==> src/rtl/svb_pkg.sv <==
// ----------------------------------------------------------------------------
// svb_pkg
// Types, codes and fixed constants shared by the strain virtual button.
// ----------------------------------------------------------------------------
package svb_pkg;

  typedef struct packed {
    logic              kind;
    logic signed [23:0] reading;
  } in_item_t;

  typedef enum logic [2:0] {
    BTN_IDLE           = 3'd0,
    BTN_SHORT_PRESSED  = 3'd1,
    BTN_SHORT_RELEASED = 3'd2,
    BTN_LONG_PRESSED   = 3'd3,
    BTN_LONG_RELEASED  = 3'd4
  } btn_code_t;

  typedef struct packed {
    btn_code_t          button_code;
    logic signed [23:0] average;
    logic               discarded;
    logic               sensor_reset;
    logic               tare_request;
    logic               low_error;
  } out_item_t;

  typedef enum logic [4:0] {
    ST_IDLE           = 5'b00001,
    ST_SHORT_PRESSED  = 5'b00010,
    ST_SHORT_RELEASED = 5'b00100,
    ST_LONG_PRESSED   = 5'b01000,
    ST_LONG_RELEASED  = 5'b10000
  } btn_state_t;

  typedef enum logic [2:0] {
    CFG_RELEASE_LEVEL  = 3'd0,
    CFG_PRESS_LEVEL    = 3'd1,
    CFG_LONG_PRESS_MS  = 3'd2,
    CFG_JUMP_LIMIT     = 3'd3,
    CFG_DISCARD_LIMIT  = 3'd4,
    CFG_MIN_READING    = 3'd5,
    CFG_TARE_BAND_LOW  = 3'd6,
    CFG_TARE_BAND_HIGH = 3'd7
  } cfg_reg_t;

  localparam logic [15:0] HOLD_MAX = 16'hFFFF;
  localparam logic [13:0] TARE_MAX = 14'h3FFF;
  localparam logic [13:0] TARE_GAP = 14'd10000;

  localparam int OUT_DEPTH = 8;
  localparam int OUT_LW    = $clog2(OUT_DEPTH + 1);

  function automatic btn_code_t btn_code(input btn_state_t st);
    btn_code_t c;
    unique case (st)
      ST_IDLE:           c = BTN_IDLE;
      ST_SHORT_PRESSED:  c = BTN_SHORT_PRESSED;
      ST_SHORT_RELEASED: c = BTN_SHORT_RELEASED;
      ST_LONG_PRESSED:   c = BTN_LONG_PRESSED;
      ST_LONG_RELEASED:  c = BTN_LONG_RELEASED;
      default:           c = BTN_IDLE;
    endcase
    return c;
  endfunction

endpackage

==> src/rtl/svb_ram.sv <==
// ----------------------------------------------------------------------------
// svb_ram
// Generic single-write, single-read RAM with registered read (read first).
// ----------------------------------------------------------------------------
module svb_ram #(
  parameter int WIDTH = 24,
  parameter int DEPTH = 10
) (
  input  logic                     clk,
  input  logic                     we,
  input  logic [$clog2(DEPTH)-1:0] waddr,
  input  logic [WIDTH-1:0]         wdata,
  input  logic [$clog2(DEPTH)-1:0] raddr,
  output logic [WIDTH-1:0]         rdata
);

  logic [WIDTH-1:0] mem [DEPTH];

  always_ff @(posedge clk) begin
    if (we) begin
      mem[waddr] <= wdata;
    end
    rdata <= mem[raddr];
  end

endmodule

==> src/rtl/svb_out_fifo.sv <==
// ----------------------------------------------------------------------------
// svb_out_fifo
// Result queue between the pipeline and the output channel.
// ----------------------------------------------------------------------------
module svb_out_fifo
  import svb_pkg::*;
(
  input  logic              clk,
  input  logic              rst,
  input  logic              push,
  input  out_item_t         push_item,
  input  logic              out_ready,
  output logic              out_valid,
  output out_item_t         out_item,
  output logic [OUT_LW-1:0] level
);

  localparam int PW = $clog2(OUT_DEPTH);

  out_item_t         slots [OUT_DEPTH];
  logic [PW-1:0]     wr_ptr;
  logic [PW-1:0]     rd_ptr;
  logic              pop;

  assign out_valid = (level != '0);
  assign out_item  = slots[rd_ptr];
  assign pop       = out_valid && out_ready;

  always_ff @(posedge clk) begin
    if (push) begin
      slots[wr_ptr] <= push_item;
    end
  end

  always_ff @(posedge clk) begin
    if (rst) begin
      wr_ptr <= '0;
      rd_ptr <= '0;
      level  <= '0;
    end else begin
      if (push) begin
        wr_ptr <= wr_ptr + PW'(1);
      end
      if (pop) begin
        rd_ptr <= rd_ptr + PW'(1);
      end
      if (push && !pop) begin
        level <= level + OUT_LW'(1);
      end else if (pop && !push) begin
        level <= level - OUT_LW'(1);
      end
    end
  end

  no_overflow: assert property (@(posedge clk) disable iff (rst)
    (level == OUT_LW'(OUT_DEPTH)) |-> !push || pop)
    else $error("result queue overflow");

endmodule

==> src/rtl/strain_virtual_button_top.sv <==
// ----------------------------------------------------------------------------
// strain_virtual_button_top
// Strain-gauge virtual button: jump rejection, moving average, press codes.
// ----------------------------------------------------------------------------
// Input channel (in_valid/in_ready, in_item) carries millisecond ticks
// (kind 0) and signed strain readings (kind 1). Each reading yields one
// result on the output channel (out_valid/out_ready, out_item); ticks yield
// none. Registers are written through cfg_valid/cfg_ready with cfg_index and
// cfg_data; the user must write them only while no item is in flight, as
// the block itself does not enforce it. cfg_ready is always high. One item
// is taken per cycle while in_ready is high; the history RAM's one read and
// one write per cycle set that rate. A reading's result passes the history
// RAM read, window sum update and reciprocal multiply, each registered, then
// the button and tare step writes the result queue.
// Results go into an eight-entry queue. While out_ready is low the block
// still takes items as long as queued plus in-flight items leave room,
// and drops in_ready otherwise.
// Reset (rst, synchronous) restores register defaults, empties the queue and
// clears the history valid bits so that every entry reads as zero; no
// clearing pass is needed.
// ----------------------------------------------------------------------------
module strain_virtual_button_top
  import svb_pkg::*;
#(
  parameter int WINDOW = 10
) (
  input  logic        clk,
  input  logic        rst,
  input  logic        in_valid,
  output logic        in_ready,
  input  in_item_t    in_item,
  output logic        out_valid,
  input  logic        out_ready,
  output out_item_t   out_item,
  input  logic        cfg_valid,
  output logic        cfg_ready,
  input  cfg_reg_t    cfg_index,
  input  logic [23:0] cfg_data
);

  localparam int SLW = $clog2(WINDOW);
  localparam int UW  = 24 + $clog2(WINDOW);
  localparam int K   = UW + $clog2(WINDOW);
  localparam int MW  = UW + 2;
  localparam int PRW = UW + MW;
  localparam longint unsigned MULT_L = ((64'd1 << K) + 64'(WINDOW) - 64'd1) / 64'(WINDOW);
  localparam logic [MW-1:0] MULT = MW'(MULT_L);
  localparam logic [UW-1:0] BIAS = UW'(64'(WINDOW) * 64'd8388608);

  typedef struct packed {
    logic              kind;
    logic signed [23:0] reading;
    logic              disc;
    logic              sreset;
    logic              low;
  } pipe_t;

  // configuration
  logic [22:0]        release_level;
  logic [22:0]        press_level;
  logic [15:0]        long_press_ms;
  logic [23:0]        jump_limit;
  logic [4:0]         discard_limit;
  logic signed [23:0] min_reading;
  logic [23:0]        tare_band_low;
  logic [23:0]        tare_band_high;

  assign cfg_ready = 1'b1;

  always_ff @(posedge clk) begin
    if (rst) begin
      release_level  <= 23'd300;
      press_level    <= 23'd1000;
      long_press_ms  <= 16'd500;
      jump_limit     <= 24'd2000;
      discard_limit  <= 5'd20;
      min_reading    <= 24'sd1000;
      tare_band_low  <= 24'd25;
      tare_band_high <= 24'd100;
    end else if (cfg_valid && cfg_ready) begin
      unique case (cfg_index)
        CFG_RELEASE_LEVEL:  release_level  <= cfg_data[22:0];
        CFG_PRESS_LEVEL:    press_level    <= cfg_data[22:0];
        CFG_LONG_PRESS_MS:  long_press_ms  <= cfg_data[15:0];
        CFG_JUMP_LIMIT:     jump_limit     <= cfg_data;
        CFG_DISCARD_LIMIT:  discard_limit  <= cfg_data[4:0];
        CFG_MIN_READING:    min_reading    <= cfg_data;
        CFG_TARE_BAND_LOW:  tare_band_low  <= cfg_data;
        CFG_TARE_BAND_HIGH: tare_band_high <= cfg_data;
        default: ;
      endcase
    end
  end

  // ---------------- accept stage: jump check, history access ----------------
  logic               accept;
  logic signed [23:0] last_accepted;
  logic [4:0]         discard_run;
  logic [SLW-1:0]     write_slot;
  logic [WINDOW-1:0]  entry_valid;
  logic signed [24:0] jump_diff;
  logic [24:0]        jump_mag;
  logic               is_jump;
  logic [5:0]         run_inc;
  logic               run_over;
  logic               hist_we;
  logic [23:0]        hist_rd;

  assign accept    = in_valid && in_ready;
  assign jump_diff = {last_accepted[23], last_accepted} - {in_item.reading[23], in_item.reading};
  assign jump_mag  = jump_diff[24] ? 25'(-jump_diff) : 25'(jump_diff);
  assign is_jump   = jump_mag > {1'b0, jump_limit};
  assign run_inc   = {1'b0, discard_run} + 6'd1;
  assign run_over  = run_inc > {1'b0, discard_limit};
  assign hist_we   = accept && in_item.kind && !is_jump;

  svb_ram #(.WIDTH(24), .DEPTH(WINDOW)) u_history (
    .clk   (clk),
    .we    (hist_we),
    .waddr (write_slot),
    .wdata (in_item.reading),
    .raddr (write_slot),
    .rdata (hist_rd)
  );

  always_ff @(posedge clk) begin
    if (rst) begin
      last_accepted <= '0;
      discard_run   <= '0;
      write_slot    <= '0;
      entry_valid   <= '0;
    end else if (accept && in_item.kind) begin
      if (is_jump) begin
        discard_run <= run_over ? 5'd0 : run_inc[4:0];
      end else begin
        discard_run             <= '0;
        last_accepted           <= in_item.reading;
        entry_valid[write_slot] <= 1'b1;
        write_slot <= (write_slot == SLW'(WINDOW - 1)) ? '0 : write_slot + SLW'(1);
      end
    end
  end

  logic  vb;
  pipe_t pb;
  logic  b_oldv;

  always_ff @(posedge clk) begin
    if (rst) begin
      vb <= 1'b0;
    end else begin
      vb <= accept;
    end
  end

  always_ff @(posedge clk) begin
    pb.kind    <= in_item.kind;
    pb.reading <= in_item.reading;
    pb.disc    <= is_jump;
    pb.sreset  <= is_jump && run_over;
    pb.low     <= in_item.reading < min_reading;
    b_oldv     <= entry_valid[write_slot];
  end

  // ---------------- sum stage: biased window sum ----------------
  logic [UW-1:0] sum_u;
  logic [UW-1:0] old_ext;
  logic [UW-1:0] new_ext;

  assign old_ext = b_oldv ? UW'(signed'(hist_rd)) : '0;
  assign new_ext = UW'(pb.reading);

  always_ff @(posedge clk) begin
    if (rst) begin
      sum_u <= BIAS;
    end else if (vb && pb.kind && !pb.disc) begin
      sum_u <= sum_u + new_ext - old_ext;
    end
  end

  logic  vc;
  pipe_t pc;

  always_ff @(posedge clk) begin
    if (rst) begin
      vc <= 1'b0;
    end else begin
      vc <= vb;
    end
  end

  always_ff @(posedge clk) begin
    pc <= pb;
  end

  // ---------------- multiply stage: floor of biased sum over window ----------------
  logic           vd;
  pipe_t          pd;
  logic [PRW-1:0] prod_d;

  always_ff @(posedge clk) begin
    if (rst) begin
      vd <= 1'b0;
    end else begin
      vd <= vc;
    end
  end

  always_ff @(posedge clk) begin
    pd     <= pc;
    prod_d <= PRW'(sum_u) * PRW'(MULT);
  end

  // ---------------- button stage ----------------
  btn_state_t         btn_state;
  btn_state_t         btn_next;
  logic [15:0]        hold_timer;
  logic [15:0]        hold_next;
  logic [13:0]        tare_timer;
  logic [13:0]        tare_next;
  logic signed [23:0] last_average;
  logic signed [23:0] avg;
  logic signed [23:0] rel_s;
  logic signed [23:0] prs_s;
  logic signed [24:0] avg_diff;
  logic [24:0]        avg_mag;
  logic               hold_long;
  logic               tare_hit;
  logic               taken;
  logic               push;
  out_item_t          push_item;

  // removing the bias from the quotient flips its top bit
  assign avg       = {~prod_d[K+23], prod_d[K+22:K]};
  assign rel_s     = {1'b0, release_level};
  assign prs_s     = {1'b0, press_level};
  assign avg_diff  = {avg[23], avg} - {last_average[23], last_average};
  assign avg_mag   = avg_diff[24] ? 25'(-avg_diff) : 25'(avg_diff);
  assign hold_long = hold_timer > long_press_ms;
  assign taken     = vd && pd.kind && !pd.disc;
  assign push      = vd && pd.kind;

  always_comb begin
    btn_next  = btn_state;
    hold_next = hold_timer;
    tare_next = tare_timer;
    tare_hit  = 1'b0;
    if (vd && !pd.kind) begin
      if (hold_timer != HOLD_MAX) begin
        hold_next = hold_timer + 16'd1;
      end
      if (tare_timer != TARE_MAX) begin
        tare_next = tare_timer + 14'd1;
      end
    end else if (taken) begin
      // an average sitting exactly on a level matches no band
      if (avg < rel_s) begin
        unique case (btn_state)
          ST_SHORT_PRESSED: btn_next = ST_SHORT_RELEASED;
          ST_LONG_PRESSED:  btn_next = ST_LONG_RELEASED;
          default:          btn_next = ST_IDLE;
        endcase
        hold_next = '0;
      end else if (rel_s < avg && avg < prs_s) begin
        if (btn_state == ST_SHORT_PRESSED && hold_long) begin
          btn_next = ST_LONG_PRESSED;
        end
      end else if (avg > prs_s) begin
        if (btn_state == ST_IDLE) begin
          btn_next  = ST_SHORT_PRESSED;
          hold_next = '0;
        end else if (btn_state == ST_SHORT_PRESSED && hold_long) begin
          btn_next = ST_LONG_PRESSED;
        end
      end
      if (btn_next == ST_IDLE && {1'b0, tare_band_low} < avg_mag &&
          avg_mag < {1'b0, tare_band_high} && tare_timer > TARE_GAP) begin
        tare_hit  = 1'b1;
        tare_next = '0;
      end
    end
  end

  always_ff @(posedge clk) begin
    if (rst) begin
      btn_state    <= ST_IDLE;
      hold_timer   <= '0;
      tare_timer   <= '0;
      last_average <= '0;
    end else begin
      btn_state  <= btn_next;
      hold_timer <= hold_next;
      tare_timer <= tare_next;
      if (taken) begin
        last_average <= avg;
      end
    end
  end

  always_comb begin
    push_item.button_code  = btn_code(btn_next);
    push_item.average      = taken ? avg : last_average;
    push_item.discarded    = pd.disc;
    push_item.sensor_reset = pd.sreset;
    push_item.tare_request = tare_hit;
    push_item.low_error    = pd.low;
  end

  // ---------------- result queue and input credit ----------------
  logic [OUT_LW-1:0] level;
  logic [OUT_LW-1:0] committed;

  svb_out_fifo u_out (
    .clk       (clk),
    .rst       (rst),
    .push      (push),
    .push_item (push_item),
    .out_ready (out_ready),
    .out_valid (out_valid),
    .out_item  (out_item),
    .level     (level)
  );

  assign committed = level + OUT_LW'(vb) + OUT_LW'(vc) + OUT_LW'(vd);
  assign in_ready  = committed < OUT_LW'(OUT_DEPTH);

  credit_bound: assert property (@(posedge clk) disable iff (rst)
    committed <= OUT_LW'(OUT_DEPTH))
    else $error("more items in flight than queue space");

  discard_keeps_sum: assert property (@(posedge clk) disable iff (rst)
    (vb && pb.disc) |=> $stable(sum_u))
    else $error("discarded reading changed window sum");

  reset_means_discard: assert property (@(posedge clk) disable iff (rst)
    push && push_item.sensor_reset |-> push_item.discarded)
    else $error("sensor reset without discard");

  tare_clears_timer: assert property (@(posedge clk) disable iff (rst)
    push && push_item.tare_request |=> tare_timer == '0)
    else $error("tare request did not clear tare timer");

  state_onehot: assert property (@(posedge clk) disable iff (rst)
    $onehot(btn_state))
    else $error("button state not one-hot");

endmodule
==> config.mk <==
export PLATFORM = sky130hd
export DESIGN_NAME = strain_virtual_button_top
export DESIGN_NICKNAME = d
export VERILOG_FILES = /design/src/rtl/svb_pkg.sv /design/src/rtl/svb_ram.sv /design/src/rtl/svb_out_fifo.sv /design/src/rtl/strain_virtual_button_top.sv
export SDC_FILE = /design/constraint.sdc
export NUM_CORES = 2
export LEC_CHECK = 0
export BUFFER_PORTS_ARGS = -buffer_cell sky130_fd_sc_hd__clkbuf_2
export CORE_MARGIN = 4
export CORE_UTILIZATION = 50
export DETAILED_ROUTE_END_ITERATION = 8
export GPL_TIMING_DRIVEN = 0
export PLACE_DENSITY = 0.68
export SLEW_MARGIN = 25
export SYNTH_ARGS = -nofsm -noshare
export SYNTH_HDL_FRONTEND = slang
export SYNTH_HIERARCHICAL = 1
export SYNTH_SLANG_ARGS = --single-unit
==> constraint.sdc <==
create_clock -name clk -period 16.2 [get_ports clk]
set_clock_uncertainty 0.1 [all_clocks]
set_input_delay 1.62 -clock clk [delete_from_list [all_inputs] [get_ports clk]]
set_output_delay 1.62 -clock clk [all_outputs]
set_load 0.02 [all_outputs]
Word-level counts from Yosys, hierarchy flattened --
Memories as Yosys holds them, arrays and structs flattened. A register that Yosys moved wholly into a read port is not among the register bits. Index checks and enable logic that the tools add are counted.
Word-level totals: RAM bits 488, bits of input ports 57, logic and storage cells 182, memories kept 2, output and inout bits 34, register bits after elaboration 398
Cells by class: $lt $le $gt $ge 14, mux-type cells 44, equal/unequal tests 21, multiply operators 1, $add $sub $neg 17, bitwise logic cells 3, reductions and logical operators 42
Memory list:
- u_out.slots | depth 8, width 31, read ports 1, clocked after Yosys merged registers in 1, write ports 1, line svb_out_fifo.sv:20 | out_item_t slots [OUT_DEPTH];
- u_history.mem | depth 10, width 24, read ports 1, clocked after Yosys merged registers in 1, write ports 1, line svb_ram.sv:17 | logic [WIDTH-1:0] mem [DEPTH];
Operators with widths (number):
- 2-to-1 mux 16 bit | 7
- less-than comparator 24 bit | 4
- 2-to-1 mux 14 bit | 4
- multiplier 28 x 28 -> 55 bit, second input constant | 1
- 2-to-1 mux 5 bit | 11
- 2-to-1 mux 25 bit | 2
- negator 25 bit | 2
- subtractor 24 x 24 -> 25 bit | 2
- adder 28 bit | 1
- 2-to-1 mux 28 bit | 1
- subtractor 28 bit | 1
- greater-than comparator 25 x 24 -> 1 bit | 1
- less-than comparator 24 x 25 -> 1 bit | 1
- less-than comparator 25 x 24 -> 1 bit | 1
- greater-than comparator 24 bit | 1
- 2-to-1 mux 24 bit | 1
- logical AND 1 bit | 18
- AND reduction 2 bit | 9
- adder 16 x 1 -> 16 bit, second input constant | 1
- greater-than comparator 16 bit | 1
- inequality test 16 bit, second input constant | 1
- adder 14 x 1 -> 14 bit, second input constant | 1
- greater-than comparator 14 bit, second input constant | 1
- inequality test 14 bit, second input constant | 1
- other kinds (36) | 68

Longest topological paths before layout --
depth in word-level cells 16, depth in mapped cells 29, depth with buffers taken out 28

Cells and area by module --
The synthesis kept the hierarchy.
Modules (own cells, without submodules):
- strain_virtual_button_top | cells an instance 4131, sequential area each 7146.9 um^2, area an instance 35172.5 um^2, times used 1
- svb_out_fifo | cells an instance 427, sequential area each 7707.4 um^2, area an instance 10154.7 um^2, times used 1
- svb_ram | cells an instance 528, sequential area each 7687.4 um^2, area an instance 9863.2 um^2, times used 1

Worst setup path after synthesis --
OpenSTA, ideal clock, no wires.
path kind input-to-reg, start point input in_item[0] in the netlist's numbering, end point memory u_history.mem[0][0], enable pin, arrival time 8.596 ns, stages on the path 27, buffers on the path 1, library setup time 0.435 ns, setup slack 7.069 ns, cell sequence ha_1 -> inv_1 -> fa_1 -> a21oi_1 -> o211ai_1 -> a21oi_1 -> nor2_1 -> xnor2_1 -> o2111ai_1 -> nor4_1 -> or4b_1 -> nor2_1 -> nor2_1 -> xnor2_1 -> ha_1 -> a21o_1 -> a21o_1 -> a21o_1 -> a21oi_1 -> nand2_1 -> a221oi_1 -> a311o_1 -> o211ai_4 -> buf_4 -> inv_1 -> or3b_2 -> nor3_1
On the way: longest elaborated chain between the ends 8
Ends and longest elaborated chain:
- from (decl) | line strain_virtual_button_top.sv:31 | input in_item_t in_item,
- subtractor 24 x 24 -> 25 bit * | line strain_virtual_button_top.sv:110 | assign jump_diff = {last_accepted[23], last_accepted} - {in_item.reading[23], in_item.reading};
- negator 25 bit | line strain_virtual_button_top.sv:111 | assign jump_mag = jump_diff[24] ? 25'(-jump_diff) : 25'(jump_diff);
- 2-to-1 mux 25 bit * | line strain_virtual_button_top.sv:111
- greater-than comparator 25 x 24 -> 1 bit * | line strain_virtual_button_top.sv:112 | assign is_jump = jump_mag > {1'b0, jump_limit};
- zero test 1 bit * | line strain_virtual_button_top.sv:115 | assign hist_we = accept && in_item.kind && !is_jump;
- logical AND 1 bit * | line strain_virtual_button_top.sv:115
- net hist_we | line strain_virtual_button_top.sv:106 | logic hist_we;
- 2-to-1 mux 1 bit * | line svb_ram.sv:20 | if (we) begin
- 2-to-1 mux 1 bit (not written as such) * | line svb_ram.sv:21 | mem[waddr] <= wdata;
- to (decl) | line svb_ram.sv:17
The timed path passes the listed nets; every way through them passes the cells marked *.

Worst setup path after layout --
start point input in_item[0] in the netlist's numbering, end point memory u_history.mem[0][20], enable pin
The elaborated chain is that of the path after synthesis.

==> summary.txt <==
Fmax = 108 MHz
Layer with the highest usage = met2
Post-detail-place hpwl = 107000 um
Buffers on Ports = 82
Final hold viol count = 0
Crit path DAT = 9.57 ns
Outcome = finished clean
Initial antenna violation count = 4
Postcts setup bufs = 0
Nets = 6206
GRT met2 Usage = 0.394
Initial core utilization = 0.506
Worst skew pair latency = 0.70 ns
Synth area leaders = edfxtp_1 (27%), dfxtp_1 (14%), fa_1 (12%)
Synth Register Bits = 882
GRT met1 Usage = 0.342
Syn_nets = 5998
Overall die width = 340 um
DR DRC count = 0
Area growth syn-to-layout = 10.8%
Worst-Margin Slew = 1.09 ns
Pin count of the biggest net entering global routing = 24
Largest area contributor in the netlist = edfxtp_1
Hold Crit Class = register to register
Max-Cap Viols = 0
Max H-tree Level = 3
Async SR Flop Fraction = 0
Starting DRT DRC Count = 3183
Crit Path Category = input pin to register
Via density = 5.51
Post-synth EDFFs = 488
Initial DRT Pass Iterations = 8
Crit share post-route = 0.573
Clk slew on worst S/H paths = 0.06 ns
Setup TNS = 0 ns
Placed Cells = 6676
Sink Count = 882
Core area = 0.109 mm^2
CP endpoint kind = register
Vias in the first global route = 37557
Critical Path Source Type = input pin
RePlAce Congestion = 0.926
Num ports = 91
Lkg Pwr = 25.7 nW
Die Area = 0.116 mm^2
Wirelength per Cell = 20.5 um
RSZ-0062 raised after global routing = no
Non-filler cells in the finished layout = 6846
Most common cell after layout, fill and taps aside = inv_1
Synth Warn # = 6
Total GRT Usage = 0.243
Cell Area, Synth = 0.0552 mm^2
Mapped Cells = 5086
Delay-heaviest family, CP = simple AND/OR/NAND/NOR gates
CTS max path bufs = 3
Post-route ant nets = 0
Final worst slack = 6.92 ns
Critical Path Max Stage Delay = 0.69 ns
Post-CTS sizing = 0
Most frequent cells in the layout = inv_1 (865), ha_1 (515), nand2_1 (500)
CP max stage cell = nor4_1
Rows = 121
Total power = 0.00938 W
DP Worst Slack = 6.38 ns
CTS tree = yes
Syn avg cell area = 10.9 um^2
Root Driver = clkbuf_16
Gr ovfl total = 0
CP max FO = 14
Final setup viols = 0
Synth top area share = 0.266
Post-synthesis sequential area ratio = 0.408
Reg area = 0.0225 mm^2
WP buf/inv = 7
Min Tclk post-route = 9.28 ns
Rel. slew slack = 0.272
Final Slew Violations = 0
Top_reg_cell synth = edfxtp_1
Multi-input logic area = 0.0288 mm^2
Number of fill cells = 9187
PwrDens = 153 mW/mm^2
First-pass GRT wire length = 217000 um
CP Data Required Time = 16.49 ns
Share of cells above drive strength 1 = 0.0846
Cts bufs inserted = 92
Via count = 37725
DIE HEIGHT = 340 um
Worst-case vdd ir drop = 0.000139 V
Post-Route WL = 140000 um
Cts hold-fix bufs = 0
Met3 usage = 0.0356
Library cells used by synthesis = 95
Hold_ws = 0.189 ns
routing by layer:
layer | vias up | share of wire
li1 | 17799 | -
met1 | 18477 | 0.44
met2 | 1236 | 0.46
met3 | 209 | 0.072
met4 | 4 | 0.027
met5 | - | 0.00019
final timing paths:
path	start	endpoint	slack, ns	depth (start not counted)
worst max-delay path	in_item[0]	u_history/mem[0][20]	6.92	30
worst min-delay path	pc[27]	pd[27]	0.19	0
worst max register to register	sum_u[0]	prod_d[55]	7.91	23
worst min register to register	pc[27]	pd[27]	0.19	0
registers in the layout (all words and copies together) (netlist names), 24 cells and up, named ones only:
| name | count |
|---|---|
| u_history/mem | 240 |
| prod_d | 24 |
| min_reading | 24 |
| last_average | 24 |
| tare_band_high | 24 |
| u_out/slots | 248 |
| sum_u | 28 |
| last_accepted | 24 |
| new_ext | 24 |
| u_history/rdata | 24 |
| jump_limit | 24 |
| tare_band_low | 24 |
final cells by class:
type,count,share of cell area
clock buffers,128,0.0422
flip-flops and latches,882,0.369
inverters,865,0.0531
clock inverters,40,0.00855
diodes,2,0.0000818
plain buffers,148,0.0113
well taps,1476,0.0302
multi-input cells,3191,0.472
repair buffers,114,0.0144
where the power goes:
part | switching, W | internal [W]
logic | 0.00267 | 0.00192
registers | 0.000149 | 0.00252
clock network | 0.000902 | 0.00122
Yosys cell counts, drive strengths merged (76+ instances only):
| master | instances |
|---|---|
| dfxtp | 394 |
| ha | 515 |
| clkbuf | 118 |
| o21ai | 118 |
| inv | 865 |
| a21o | 76 |
| mux2 | 105 |
| mux2i | 82 |
| xnor2 | 92 |
| fa | 340 |
| edfxtp | 488 |
| a21oi | 297 |
| nand2 | 500 |
| nor2 | 218 |
logic make-up after synthesis:
| family | synth area share |
|---|---|
| DFF | 0.408 |
| adders and majority gates | 0.240 |
| and+or+nand+nor | 0.0928 |
| AOI/OAI and AO/OA | 0.0943 |
| muxes | 0.0666 |
| other | 0.0000679 |
| buffers and inverters | 0.0714 |
| xor gates and xnor gates | 0.0263 |
per-stage QoR:
stage | util | cell area (um^2)
2_1_floorplan | - | 55200
3_3_place_gp | 0.526 | 57400
3_5_place_dp | 0.532 | 58000
4_1_cts | 0.560 | 61100
5_1_grt | 0.560 | 61200
6_report | 0.560 | 61200
(Power assumes the default switching activity.)
